### config.mk
export PLATFORM = sky130hd
export DESIGN_NAME = dq_current_observer_unit
export DESIGN_NICKNAME = d
export VERILOG_FILES = /design/src/dqco_pkg.sv /design/src/dqco_mac.sv /design/src/dqco_seq.sv /design/src/dq_current_observer_unit.sv
export SDC_FILE = /design/constraint.sdc
export NUM_CORES = 2
export LEC_CHECK = 0
export ABC_AREA = 1
export BUFFER_PORTS_ARGS = -buffer_cell sky130_fd_sc_hd__clkbuf_2
export CAP_MARGIN = 20
export CORE_UTILIZATION = 40
export CTS_BUF_LIST = sky130_fd_sc_hd__clkbuf_8
export CTS_CLUSTER_SIZE = 28
export DETAILED_ROUTE_END_ITERATION = 6
export HOLD_SLACK_MARGIN = 0.08
export SLEW_MARGIN = 20
export SYNTH_ARGS = -nofsm -noshare
export SYNTH_HDL_FRONTEND = slang
export SYNTH_SLANG_ARGS = --single-unit
### constraint.sdc
create_clock -name clk -period 7.9 [get_ports clk]
set_input_delay 0.79 -clock clk [delete_from_list [all_inputs] [get_ports clk]]
set_output_delay 0.79 -clock clk [all_outputs]
set_load 0.01 [all_outputs]
### src/dqco_pkg.sv
// dqco_pkg: shared types, codes and constants of the dq current observer
// no dependencies; used by dqco_mac, dqco_seq and dq_current_observer_unit

package dqco_pkg;

  // default widths
  localparam int SAMPLE_WIDTH   = 16;
  localparam int GAIN_FRAC_BITS = 14;
  localparam int GAIN_W         = 16;
  localparam int SUM_W          = 32;
  localparam int CFG_ADDR_W     = 4;

  // 32-bit saturation bounds of the accumulating sums
  localparam longint SUM_MAX = 64'sd2147483647;
  localparam longint SUM_MIN = -64'sd2147483648;

  // register indexes
  localparam logic [CFG_ADDR_W-1:0] REG_PROP_GAIN_D  = 4'd0;
  localparam logic [CFG_ADDR_W-1:0] REG_INTEG_GAIN_D = 4'd1;
  localparam logic [CFG_ADDR_W-1:0] REG_PROP_GAIN_Q  = 4'd2;
  localparam logic [CFG_ADDR_W-1:0] REG_INTEG_GAIN_Q = 4'd3;
  localparam logic [CFG_ADDR_W-1:0] REG_POLE_GAIN_D  = 4'd4;
  localparam logic [CFG_ADDR_W-1:0] REG_POLE_GAIN_Q  = 4'd5;
  localparam logic [CFG_ADDR_W-1:0] REG_INPUT_GAIN_D = 4'd6;
  localparam logic [CFG_ADDR_W-1:0] REG_INPUT_GAIN_Q = 4'd7;

  // register reset values
  localparam logic [GAIN_W-1:0] RST_PROP_GAIN_D  = 16'd501;
  localparam logic [GAIN_W-1:0] RST_INTEG_GAIN_D = 16'd503;
  localparam logic [GAIN_W-1:0] RST_PROP_GAIN_Q  = 16'd537;
  localparam logic [GAIN_W-1:0] RST_INTEG_GAIN_Q = 16'd503;
  localparam logic [GAIN_W-1:0] RST_POLE_GAIN_D  = 16'd8178;
  localparam logic [GAIN_W-1:0] RST_POLE_GAIN_Q  = 16'd8460;
  localparam logic [GAIN_W-1:0] RST_INPUT_GAIN_D = 16'd31561;
  localparam logic [GAIN_W-1:0] RST_INPUT_GAIN_Q = 16'd30479;

  // gain select
  localparam logic [1:0] GSEL_KP = 2'd0;
  localparam logic [1:0] GSEL_KI = 2'd1;
  localparam logic [1:0] GSEL_A  = 2'd2;
  localparam logic [1:0] GSEL_B  = 2'd3;

  // multiplier operand select
  localparam logic [1:0] MSEL_ERR = 2'd0;
  localparam logic [1:0] MSEL_SUM = 2'd1;
  localparam logic [1:0] MSEL_EST = 2'd2;
  localparam logic [1:0] MSEL_TOT = 2'd3;

  // adder first operand select
  localparam logic [1:0] ASEL_ZERO = 2'd0;
  localparam logic [1:0] ASEL_MEAS = 2'd1;
  localparam logic [1:0] ASEL_SUM  = 2'd2;
  localparam logic [1:0] ASEL_FB   = 2'd3;

  // adder second operand select
  localparam logic [1:0] BSEL_EST  = 2'd0;
  localparam logic [1:0] BSEL_ERR  = 2'd1;
  localparam logic [1:0] BSEL_VOLT = 2'd2;
  localparam logic [1:0] BSEL_FB   = 2'd3;

  // result destination
  localparam logic [2:0] DST_NONE = 3'd0;
  localparam logic [2:0] DST_ERR  = 3'd1;
  localparam logic [2:0] DST_SUM  = 3'd2;
  localparam logic [2:0] DST_FB   = 3'd3;
  localparam logic [2:0] DST_TOT  = 3'd4;
  localparam logic [2:0] DST_EST  = 3'd5;
  localparam logic [2:0] DST_EMF  = 3'd6;

  typedef struct packed {
    logic mul_en;    // load product register
    logic add_en;    // load accumulator register
    logic use_acc;   // first adder input is the accumulator
    logic use_prod;  // second adder input is the scaled product
    logic sub;       // subtract second input
    logic sat;       // saturate result to 32 bits
  } mac_ctrl_t;

  typedef struct packed {
    mac_ctrl_t  mac;
    logic       axis;      // 0 = d, 1 = q
    logic [1:0] gain_sel;
    logic [1:0] mul_sel;
    logic [1:0] a_sel;
    logic [1:0] b_sel;
    logic [2:0] dst;
  } seq_ctrl_t;

endpackage

### src/dqco_mac.sv
// dqco_mac: shared multiplier and saturating adder of the observer
// registered gain product, wide accumulator; uses dqco_pkg

module dqco_mac #(
  parameter int OPND_W         = dqco_pkg::SUM_W + 1,
  parameter int GAIN_FRAC_BITS = dqco_pkg::GAIN_FRAC_BITS
) (
  input  logic                                clk,
  input  dqco_pkg::mac_ctrl_t                 ctrl,
  input  logic        [dqco_pkg::GAIN_W-1:0]  gain,
  input  logic signed [OPND_W-1:0]            mul_opnd,
  input  logic signed [OPND_W-1:0]            opnd_a,
  input  logic signed [OPND_W-1:0]            opnd_b,
  output logic signed [OPND_W-1:0]            res
);

  localparam int PROD_W = dqco_pkg::GAIN_W + 1 + OPND_W;
  localparam int ACC_W  = PROD_W + 1;
  localparam logic signed [ACC_W-1:0] S_MAX = ACC_W'(dqco_pkg::SUM_MAX);
  localparam logic signed [ACC_W-1:0] S_MIN = ACC_W'(dqco_pkg::SUM_MIN);

  logic signed [dqco_pkg::GAIN_W:0] gain_s;
  logic signed [PROD_W-1:0]         prod_full;
  logic signed [PROD_W-1:0]         prod;
  logic signed [PROD_W-1:0]         prod_sh;
  logic signed [ACC_W-1:0]          acc;
  logic signed [ACC_W-1:0]          x_in;
  logic signed [ACC_W-1:0]          y_in;
  logic signed [ACC_W-1:0]          sum;

  // unsigned gain times signed operand
  assign gain_s    = {1'b0, gain};
  assign prod_full = gain_s * mul_opnd;

  always_ff @(posedge clk) begin
    if (ctrl.mul_en) begin
      prod <= prod_full;
    end
    if (ctrl.add_en) begin
      acc <= sum;
    end
  end

  // arithmetic shift rounds toward minus infinity
  assign prod_sh = prod >>> GAIN_FRAC_BITS;

  always_comb begin
    x_in = ctrl.use_acc  ? acc : ACC_W'(opnd_a);
    y_in = ctrl.use_prod ? ACC_W'(prod_sh) : ACC_W'(opnd_b);
    sum  = ctrl.sub ? (x_in - y_in) : (x_in + y_in);
    if (ctrl.sat && (sum > S_MAX)) begin
      res = OPND_W'(S_MAX);
    end else if (ctrl.sat && (sum < S_MIN)) begin
      res = OPND_W'(S_MIN);
    end else begin
      res = sum[OPND_W-1:0];
    end
  end

endmodule

### src/dqco_seq.sv
// dqco_seq: step sequencer of the observer, eight steps per axis
// drives dqco_mac and the operand selection; uses dqco_pkg

module dqco_seq (
  input  logic                 clk,
  input  logic                 rst,
  input  logic                 start,
  input  logic                 clear,
  input  logic                 out_free,
  output logic                 busy,
  output logic                 load_out,
  output dqco_pkg::seq_ctrl_t  ctrl
);

  localparam int STEP_W = 4;

  localparam logic [1:0] ST_IDLE = 2'd0;
  localparam logic [1:0] ST_RUN  = 2'd1;
  localparam logic [1:0] ST_DONE = 2'd2;

  localparam logic [STEP_W-1:0] STEP_LAST = 4'd15;

  // step within one axis
  localparam logic [2:0] K_ERR    = 3'd0;
  localparam logic [2:0] K_SUM    = 3'd1;
  localparam logic [2:0] K_KP     = 3'd2;
  localparam logic [2:0] K_FB     = 3'd3;
  localparam logic [2:0] K_TOT    = 3'd4;
  localparam logic [2:0] K_POLE   = 3'd5;
  localparam logic [2:0] K_EST    = 3'd6;
  localparam logic [2:0] K_EMF    = 3'd7;

  logic [1:0]        state;
  logic [STEP_W-1:0] step;

  always_ff @(posedge clk) begin
    if (rst) begin
      state <= ST_IDLE;
      step  <= '0;
    end else begin
      case (state)
        ST_IDLE: begin
          step <= '0;
          if (start) begin
            state <= ST_RUN;
          end else if (clear) begin
            state <= ST_DONE;
          end
        end
        ST_RUN: begin
          step <= step + 1'b1;
          if (step == STEP_LAST) begin
            state <= ST_DONE;
          end
        end
        ST_DONE: begin
          if (out_free) begin
            state <= ST_IDLE;
          end
        end
        default: begin
          state <= ST_IDLE;
        end
      endcase
    end
  end

  assign busy     = (state != ST_IDLE);
  assign load_out = (state == ST_DONE) && out_free;

  always_comb begin
    ctrl      = '0;
    ctrl.axis = step[STEP_W-1];
    if (state == ST_RUN) begin
      case (step[2:0])
        K_ERR: begin
          // err = meas - est
          ctrl.mac.add_en = 1'b1;
          ctrl.mac.sub    = 1'b1;
          ctrl.a_sel      = dqco_pkg::ASEL_MEAS;
          ctrl.b_sel      = dqco_pkg::BSEL_EST;
          ctrl.dst        = dqco_pkg::DST_ERR;
        end
        K_SUM: begin
          // kp*err; sum = sat(sum + err)
          ctrl.mac.mul_en = 1'b1;
          ctrl.gain_sel   = dqco_pkg::GSEL_KP;
          ctrl.mul_sel    = dqco_pkg::MSEL_ERR;
          ctrl.mac.add_en = 1'b1;
          ctrl.mac.sat    = 1'b1;
          ctrl.a_sel      = dqco_pkg::ASEL_SUM;
          ctrl.b_sel      = dqco_pkg::BSEL_ERR;
          ctrl.dst        = dqco_pkg::DST_SUM;
        end
        K_KP: begin
          // ki*sum; acc = kp term
          ctrl.mac.mul_en   = 1'b1;
          ctrl.gain_sel     = dqco_pkg::GSEL_KI;
          ctrl.mul_sel      = dqco_pkg::MSEL_SUM;
          ctrl.mac.add_en   = 1'b1;
          ctrl.mac.use_prod = 1'b1;
          ctrl.a_sel        = dqco_pkg::ASEL_ZERO;
        end
        K_FB: begin
          // fb = sat(acc + ki term)
          ctrl.mac.add_en   = 1'b1;
          ctrl.mac.use_acc  = 1'b1;
          ctrl.mac.use_prod = 1'b1;
          ctrl.mac.sat      = 1'b1;
          ctrl.dst          = dqco_pkg::DST_FB;
        end
        K_TOT: begin
          // a*est (previous estimate); tot = sat(fb + v)
          ctrl.mac.mul_en = 1'b1;
          ctrl.gain_sel   = dqco_pkg::GSEL_A;
          ctrl.mul_sel    = dqco_pkg::MSEL_EST;
          ctrl.mac.add_en = 1'b1;
          ctrl.mac.sat    = 1'b1;
          ctrl.a_sel      = dqco_pkg::ASEL_FB;
          ctrl.b_sel      = dqco_pkg::BSEL_VOLT;
          ctrl.dst        = dqco_pkg::DST_TOT;
        end
        K_POLE: begin
          // b*tot; acc = pole term
          ctrl.mac.mul_en   = 1'b1;
          ctrl.gain_sel     = dqco_pkg::GSEL_B;
          ctrl.mul_sel      = dqco_pkg::MSEL_TOT;
          ctrl.mac.add_en   = 1'b1;
          ctrl.mac.use_prod = 1'b1;
          ctrl.a_sel        = dqco_pkg::ASEL_ZERO;
        end
        K_EST: begin
          // est = sat(acc + input term)
          ctrl.mac.add_en   = 1'b1;
          ctrl.mac.use_acc  = 1'b1;
          ctrl.mac.use_prod = 1'b1;
          ctrl.mac.sat      = 1'b1;
          ctrl.dst          = dqco_pkg::DST_EST;
        end
        K_EMF: begin
          // emf = sat(-fb)
          ctrl.mac.add_en = 1'b1;
          ctrl.mac.sub    = 1'b1;
          ctrl.mac.sat    = 1'b1;
          ctrl.a_sel      = dqco_pkg::ASEL_ZERO;
          ctrl.b_sel      = dqco_pkg::BSEL_FB;
          ctrl.dst        = dqco_pkg::DST_EMF;
        end
        default: begin
          ctrl.dst = dqco_pkg::DST_NONE;
        end
      endcase
    end
  end

endmodule

### src/dq_current_observer_unit.sv
// dq_current_observer_unit: two-axis pi current observer with back-emf estimate
// top level; instantiates dqco_seq and dqco_mac, uses dqco_pkg
//
// channel   direction  signals                          beat content
// s_*       in         s_tvalid s_tready s_tdata s_tuser one sample, tuser = mode
// m_*       out        m_tvalid m_tready m_tdata         estimates and back-emf
// cfg_*     in         cfg_we cfg_addr cfg_wdata         gain register write
//
// a sample gives its result after 16 steps of the shared multiplier/adder
// (8 per axis, a product, a sum or both per step) and the load of the output
// register once the output is free
// a clear beat (mode 1) runs no steps and gives an all-zero result
// s_tready is low from the beat until the result is loaded, so no new beat is
// taken before the last beat's result is loaded; the output register holds a
// finished result, so a new beat can be taken while m_tready is low, and the
// next result waits in the done state until the output is free
// rst is synchronous; it clears the state, the gains to their defaults and
// the output valid

module dq_current_observer_unit #(
  parameter int SAMPLE_WIDTH   = dqco_pkg::SAMPLE_WIDTH,
  parameter int GAIN_FRAC_BITS = dqco_pkg::GAIN_FRAC_BITS
) (
  input  logic                              clk,
  input  logic                              rst,
  // sample input
  input  logic                              s_tvalid,
  output logic                              s_tready,
  // from bit 0: meas_current_d, meas_current_q, cmd_voltage_d, cmd_voltage_q
  input  logic [((4*SAMPLE_WIDTH+7)/8)*8-1:0] s_tdata,
  // bit 0: mode
  input  logic                              s_tuser,
  // result output
  output logic                              m_tvalid,
  input  logic                              m_tready,
  // from bit 0: est_current_d, est_current_q, emf_est_d, emf_est_q
  output logic [((4*SAMPLE_WIDTH+7)/8)*8-1:0] m_tdata,
  // register writes
  input  logic                              cfg_we,
  input  logic [dqco_pkg::CFG_ADDR_W-1:0]   cfg_addr,
  input  logic [dqco_pkg::GAIN_W-1:0]       cfg_wdata
);

  localparam int SW     = SAMPLE_WIDTH;
  localparam int DATA_W = ((4*SAMPLE_WIDTH+7)/8)*8;
  localparam int SUM_W  = dqco_pkg::SUM_W;
  localparam int GAIN_W = dqco_pkg::GAIN_W;
  // operand width: 32-bit sums, or the error of two samples if wider
  localparam int OPND_W = (SW + 1 > SUM_W) ? SW + 1 : SUM_W;

  localparam longint SMP_MAX_L = (longint'(1) <<< (SW - 1)) - 1;
  localparam logic signed [OPND_W-1:0] SMP_MAX = OPND_W'(SMP_MAX_L);
  localparam logic signed [OPND_W-1:0] SMP_MIN = OPND_W'(-SMP_MAX_L - 1);

  // gains
  logic [GAIN_W-1:0] kp_d, ki_d, kp_q, ki_q, a_d, a_q, b_d, b_q;

  // sample registers
  logic signed [SW-1:0] meas_d, meas_q, volt_d, volt_q;

  // observer state
  logic signed [SW-1:0]    est_d, est_q;
  logic signed [SUM_W-1:0] sum_d, sum_q;

  // per-axis working registers
  logic signed [OPND_W-1:0] err;
  logic signed [SUM_W-1:0]  fb;
  logic signed [SUM_W-1:0]  tot;
  logic signed [SW-1:0]     emf_d, emf_q;

  logic                 s_beat;
  logic                 out_free;
  logic                 busy;
  logic                 load_out;
  dqco_pkg::seq_ctrl_t  ctrl;

  logic [GAIN_W-1:0]        gain;
  logic signed [OPND_W-1:0] mul_opnd;
  logic signed [OPND_W-1:0] opnd_a;
  logic signed [OPND_W-1:0] opnd_b;
  logic signed [OPND_W-1:0] res;
  logic signed [SW-1:0]     res_smp;

  // selected axis views
  logic signed [SW-1:0]    meas_x, volt_x, est_x;
  logic signed [SUM_W-1:0] sum_x;

  function automatic logic signed [SAMPLE_WIDTH-1:0] sat_smp(
    input logic signed [OPND_W-1:0] v
  );
    logic signed [SAMPLE_WIDTH-1:0] r;
    if (v > SMP_MAX) begin
      r = SMP_MAX[SAMPLE_WIDTH-1:0];
    end else if (v < SMP_MIN) begin
      r = SMP_MIN[SAMPLE_WIDTH-1:0];
    end else begin
      r = v[SAMPLE_WIDTH-1:0];
    end
    return r;
  endfunction

  assign s_tready = ~busy;
  assign s_beat   = s_tvalid & s_tready;
  assign out_free = ~m_tvalid | m_tready;

  dqco_seq u_seq (
    .clk      (clk),
    .rst      (rst),
    .start    (s_beat & ~s_tuser),
    .clear    (s_beat & s_tuser),
    .out_free (out_free),
    .busy     (busy),
    .load_out (load_out),
    .ctrl     (ctrl)
  );

  // gain registers
  always_ff @(posedge clk) begin
    if (rst) begin
      kp_d <= dqco_pkg::RST_PROP_GAIN_D;
      ki_d <= dqco_pkg::RST_INTEG_GAIN_D;
      kp_q <= dqco_pkg::RST_PROP_GAIN_Q;
      ki_q <= dqco_pkg::RST_INTEG_GAIN_Q;
      a_d  <= dqco_pkg::RST_POLE_GAIN_D;
      a_q  <= dqco_pkg::RST_POLE_GAIN_Q;
      b_d  <= dqco_pkg::RST_INPUT_GAIN_D;
      b_q  <= dqco_pkg::RST_INPUT_GAIN_Q;
    end else if (cfg_we) begin
      case (cfg_addr)
        dqco_pkg::REG_PROP_GAIN_D:  kp_d <= cfg_wdata;
        dqco_pkg::REG_INTEG_GAIN_D: ki_d <= cfg_wdata;
        dqco_pkg::REG_PROP_GAIN_Q:  kp_q <= cfg_wdata;
        dqco_pkg::REG_INTEG_GAIN_Q: ki_q <= cfg_wdata;
        dqco_pkg::REG_POLE_GAIN_D:  a_d  <= cfg_wdata;
        dqco_pkg::REG_POLE_GAIN_Q:  a_q  <= cfg_wdata;
        dqco_pkg::REG_INPUT_GAIN_D: b_d  <= cfg_wdata;
        dqco_pkg::REG_INPUT_GAIN_Q: b_q  <= cfg_wdata;
        default: begin
          // unlisted index, ignored
        end
      endcase
    end
  end

  // capture the sample beat
  always_ff @(posedge clk) begin
    if (s_beat) begin
      meas_d <= s_tdata[0*SW +: SW];
      meas_q <= s_tdata[1*SW +: SW];
      volt_d <= s_tdata[2*SW +: SW];
      volt_q <= s_tdata[3*SW +: SW];
    end
  end

  // axis selection
  always_comb begin
    meas_x = ctrl.axis ? meas_q : meas_d;
    volt_x = ctrl.axis ? volt_q : volt_d;
    est_x  = ctrl.axis ? est_q  : est_d;
    sum_x  = ctrl.axis ? sum_q  : sum_d;
  end

  // operand selection for the shared unit
  always_comb begin
    case (ctrl.gain_sel)
      dqco_pkg::GSEL_KP: gain = ctrl.axis ? kp_q : kp_d;
      dqco_pkg::GSEL_KI: gain = ctrl.axis ? ki_q : ki_d;
      dqco_pkg::GSEL_A:  gain = ctrl.axis ? a_q  : a_d;
      dqco_pkg::GSEL_B:  gain = ctrl.axis ? b_q  : b_d;
      default:           gain = '0;
    endcase
    case (ctrl.mul_sel)
      dqco_pkg::MSEL_ERR: mul_opnd = err;
      dqco_pkg::MSEL_SUM: mul_opnd = OPND_W'(sum_x);
      dqco_pkg::MSEL_EST: mul_opnd = OPND_W'(est_x);
      dqco_pkg::MSEL_TOT: mul_opnd = OPND_W'(tot);
      default:            mul_opnd = '0;
    endcase
    case (ctrl.a_sel)
      dqco_pkg::ASEL_ZERO: opnd_a = '0;
      dqco_pkg::ASEL_MEAS: opnd_a = OPND_W'(meas_x);
      dqco_pkg::ASEL_SUM:  opnd_a = OPND_W'(sum_x);
      dqco_pkg::ASEL_FB:   opnd_a = OPND_W'(fb);
      default:             opnd_a = '0;
    endcase
    case (ctrl.b_sel)
      dqco_pkg::BSEL_EST:  opnd_b = OPND_W'(est_x);
      dqco_pkg::BSEL_ERR:  opnd_b = err;
      dqco_pkg::BSEL_VOLT: opnd_b = OPND_W'(volt_x);
      dqco_pkg::BSEL_FB:   opnd_b = OPND_W'(fb);
      default:             opnd_b = '0;
    endcase
  end

  dqco_mac #(
    .OPND_W         (OPND_W),
    .GAIN_FRAC_BITS (GAIN_FRAC_BITS)
  ) u_mac (
    .clk      (clk),
    .ctrl     (ctrl.mac),
    .gain     (gain),
    .mul_opnd (mul_opnd),
    .opnd_a   (opnd_a),
    .opnd_b   (opnd_b),
    .res      (res)
  );

  // sample-range clamp for estimates and back-emf
  assign res_smp = sat_smp(res);

  // working registers; res is already clamped to 32 bits where it is narrowed
  always_ff @(posedge clk) begin
    case (ctrl.dst)
      dqco_pkg::DST_ERR: err <= res;
      dqco_pkg::DST_FB:  fb  <= res[SUM_W-1:0];
      dqco_pkg::DST_TOT: tot <= res[SUM_W-1:0];
      dqco_pkg::DST_EMF: begin
        if (ctrl.axis) begin
          emf_q <= res_smp;
        end else begin
          emf_d <= res_smp;
        end
      end
      default: begin
        // state destinations are handled below
      end
    endcase
    // clear beat: back-emf result is zero
    if (s_beat && s_tuser) begin
      emf_d <= '0;
      emf_q <= '0;
    end
  end

  // observer state: estimates and error sums
  always_ff @(posedge clk) begin
    if (rst) begin
      est_d <= '0;
      est_q <= '0;
      sum_d <= '0;
      sum_q <= '0;
    end else if (s_beat && s_tuser) begin
      est_d <= '0;
      est_q <= '0;
      sum_d <= '0;
      sum_q <= '0;
    end else begin
      if (ctrl.dst == dqco_pkg::DST_SUM) begin
        if (ctrl.axis) begin
          sum_q <= res[SUM_W-1:0];
        end else begin
          sum_d <= res[SUM_W-1:0];
        end
      end
      if (ctrl.dst == dqco_pkg::DST_EST) begin
        if (ctrl.axis) begin
          est_q <= res_smp;
        end else begin
          est_d <= res_smp;
        end
      end
    end
  end

  // output register
  always_ff @(posedge clk) begin
    if (rst) begin
      m_tvalid <= 1'b0;
    end else if (load_out) begin
      m_tvalid <= 1'b1;
    end else if (m_tready) begin
      m_tvalid <= 1'b0;
    end
  end

  always_ff @(posedge clk) begin
    if (load_out) begin
      m_tdata <= DATA_W'({emf_q, emf_d, est_q, est_d});
    end
  end

endmodule
==> impl_metrics.tcl <==
set metrics [dict create \
    r2r_slack_ns 0.20 \
    drt-total-wl_um 149000 \
    synth_top_area_cell "fa_1" \
    num_rows 124 \
    clk_latency_ns 0.79 \
    ys_top_cells_by_area "fa_1 21%, edfxtp_1 20%, dfxtp_1 11%" \
    cp_data_required_time_ns 8.38 \
    grt_usage_pct 25.0 \
    grt_remaining_overflow 0 \
    crit_fanout 7 \
    fmax_ghz 0.130 \
    grt_pass1_wl_um 229000 \
    routedWlPerCell_um 18.7 \
    coreArea_sq_um 115000 \
    htree_levels 3 \
    endpoint "u_mac.prod[45]" \
    status "finished with violations" \
    critPathTopFamily "adder cells" \
    cp.depth 41 \
    boundaryPins 156 \
    cp_slowest_cell "fa_1" \
    timing.rr.end "u_mac.prod[45]" \
    yosysSeqAreaShare_pct 31.3 \
    synthArstFlopShare_pct 0 \
    worst_pin_slew_ns 0.984 \
    cp_num_buf_inv 9 \
    synth_warnings 0 \
    syn_nets 6539 \
    die_h_um 343 \
    reg2reg_depth 41 \
    synth_edf_count 309 \
    drive_gt1_share_pct 18.6 \
    slew_violations 0 \
    finalWorstSetupSlack_ns 0.200 \
    ant_nets 0 \
    clockRootBuffer "clkbuf_8" \
    r2r_start "u_seq.step[0]" \
    cts_buffer_depth 3 \
    synth_most_common_cell "nand2_1" \
    synthFlopType "edfxtp_1" \
    fp.dieArea_sq_um 118000 \
    slew_headroom_pct 33.7 \
    fin_crit_sh_pct 97.5 \
    nets 7126 \
    layout_min_cycle_time_ns 7.70 \
    critPathArrivalTime_ns 8.18 \
    violations "DRC" \
    gp_congestion 0.972 \
    post-place-ws_ns -0.418 \
    start_kind "flop" \
    hp-class "in2reg" \
    end_kind "flop" \
    grt_max_degree 74 \
    drc_errors 4 \
    netlist.area_leader.share_pct 21.0 \
    netlist_instances 5790 \
    antenna_found_initial 3 \
    min_from "s_tdata[34]" \
    dr.pass1.iters 7 \
    vias 40966 \
    port_buffers 155 \
    ys_types 68 \
    synth_common_cells "1277 x nand2_1, 961 x inv_1, 747 x nor2_1" \
    grt_pass1_vias 40013 \
    cts_sinks 572 \
    startpoint "u_seq.step[0]" \
    first_iter_violations 3169 \
    cts_tree "built" \
    syn_area_per_cell_sq_um 8.03 \
    syn_to_final_growth_pct 20.9 \
    rsz0062_at_grt "yes" \
    initial_core_util_pct 40.5 \
    cts_made_buffers 99 \
    crit_top_cell "fa_1" \
    fillerInstances 11228 \
    setup_violations 0 \
    hold_viol 0 \
    ys_seq_elements 572 \
    path_class "reg2reg" \
    die_w_um 343 \
    cap_violations 0 \
    slowest_delay_ns 0.57 \
    vias_per_cell 5.14 \
    skew_ns 0.0916 \
    clkTransAtPathRegs_ns 0.07 \
    dpl.hpwl_um 116000 \
    synth_area_sq_um 46500 \
]
-- cells by family after synthesis --
kind of cell             share of synthesized area, %
AO/OA/AOI/OAI                                    9.22
flip-flops                                       31.3
adder cells (fa/ha/maj)                          25.6
buffers and inverters                            10.4
AND/OR/NAND/NOR                                  21.4
XOR/XNOR                                         2.05
multiplexers                                   0.0215
-- metrics by stage --
| stage | instance area, sq um | TNS, ns | hold WS [ns] | cells | utilization, % |
|---|---|---|---|---|---|
| 3_5_place_dp | 52400 | -13.78 | 0.414 | 7723 | 45.6 |
| 5_1_grt | 56200 | -2.12 | 0.159 | 7976 | 48.9 |
| 6_report | 56200 | 0 | 0.175 | 7977 | 48.9 |
| 3_3_place_gp | 52400 | -7.13 | 0.412 | 7722 | 45.6 |
| 2_1_floorplan | 46600 | 0 | 0.403 | 5790 | - |
| 4_1_cts | 54800 | 0 | 0.129 | 7926 | 47.8 |
-- worst min-delay path by stage --
stage | endpoint | slack [ns] | cells past startpoint
after detailed placement | m_tdata[50] | 0.41 | 0
final | volt_d[2] | 0.18 | 1
after global routing | meas_q[3] | 0.16 | 1
after floorplan | m_tdata[47] | 0.40 | 0
after CTS | meas_q[3] | 0.13 | 1
after global placement | m_tdata[58] | 0.41 | 0
-- cell type report --
type	count	area, sq um	area share (%)
multi-input combinational	3980	28300	50.4
sequential	572	14600	25.9
timing repair buffer	740	5600	9.97
antenna	3	7.51	0.0134
clock inverter	65	425	0.757
inverter	984	3720	6.62
clock buffer	121	1670	2.96
tap	1512	1890	3.37
-- state kept, by name, indices dropped and copies added (netlist names), 32 cells and up --
name        cells
fb             32
sum_d          32
tot            32
u_mac.prod     35
m_tdata        64
sum_q          32
u_mac.acc      50
err            32
-- layout by cell type (no fill, tap or decap), types with 26 or more instances in the layout --
cell type	instances
nand4_1	50
clkbuf_8	122
a22oi_1	26
inv_1	960
dfxtp_1	258
o21ai_1	45
nor2_1	710
nand2_2	59
xnor2_1	48
fa_1	481
clkbuf_2	155
inv_2	48
nand2_1	1223
buf_4	535
a21oi_1	218
nand3_1	256
edfxtp_1	309
o21ai_0	299
nor2_2	26
ha_1	148
xor2_1	58
-- routing by layer --
layer	vias to the layer above	GRT usage, %	wire, um
met5	-	0	13
met4	2	7.15	4070
met3	216	3.62	10700
met2	1433	39.8	67500
met1	19975	35.4	66600
li1	19340	-	-
-- what timing repair did --
action | in CTS | in global routing
cloned | 3 | 1
buffers inserted | 14 | 50
pin swaps | 18 | 148
endpoints found under the setup margin | 80 | 191
hold endpoints to repair | 0 | 0
gates resized for setup | 57 | 262
hold buffers | 0 | 0
Power is not shown: default switching activity piles up to over one toggle a cycle in this logic, so the estimate is an artifact.
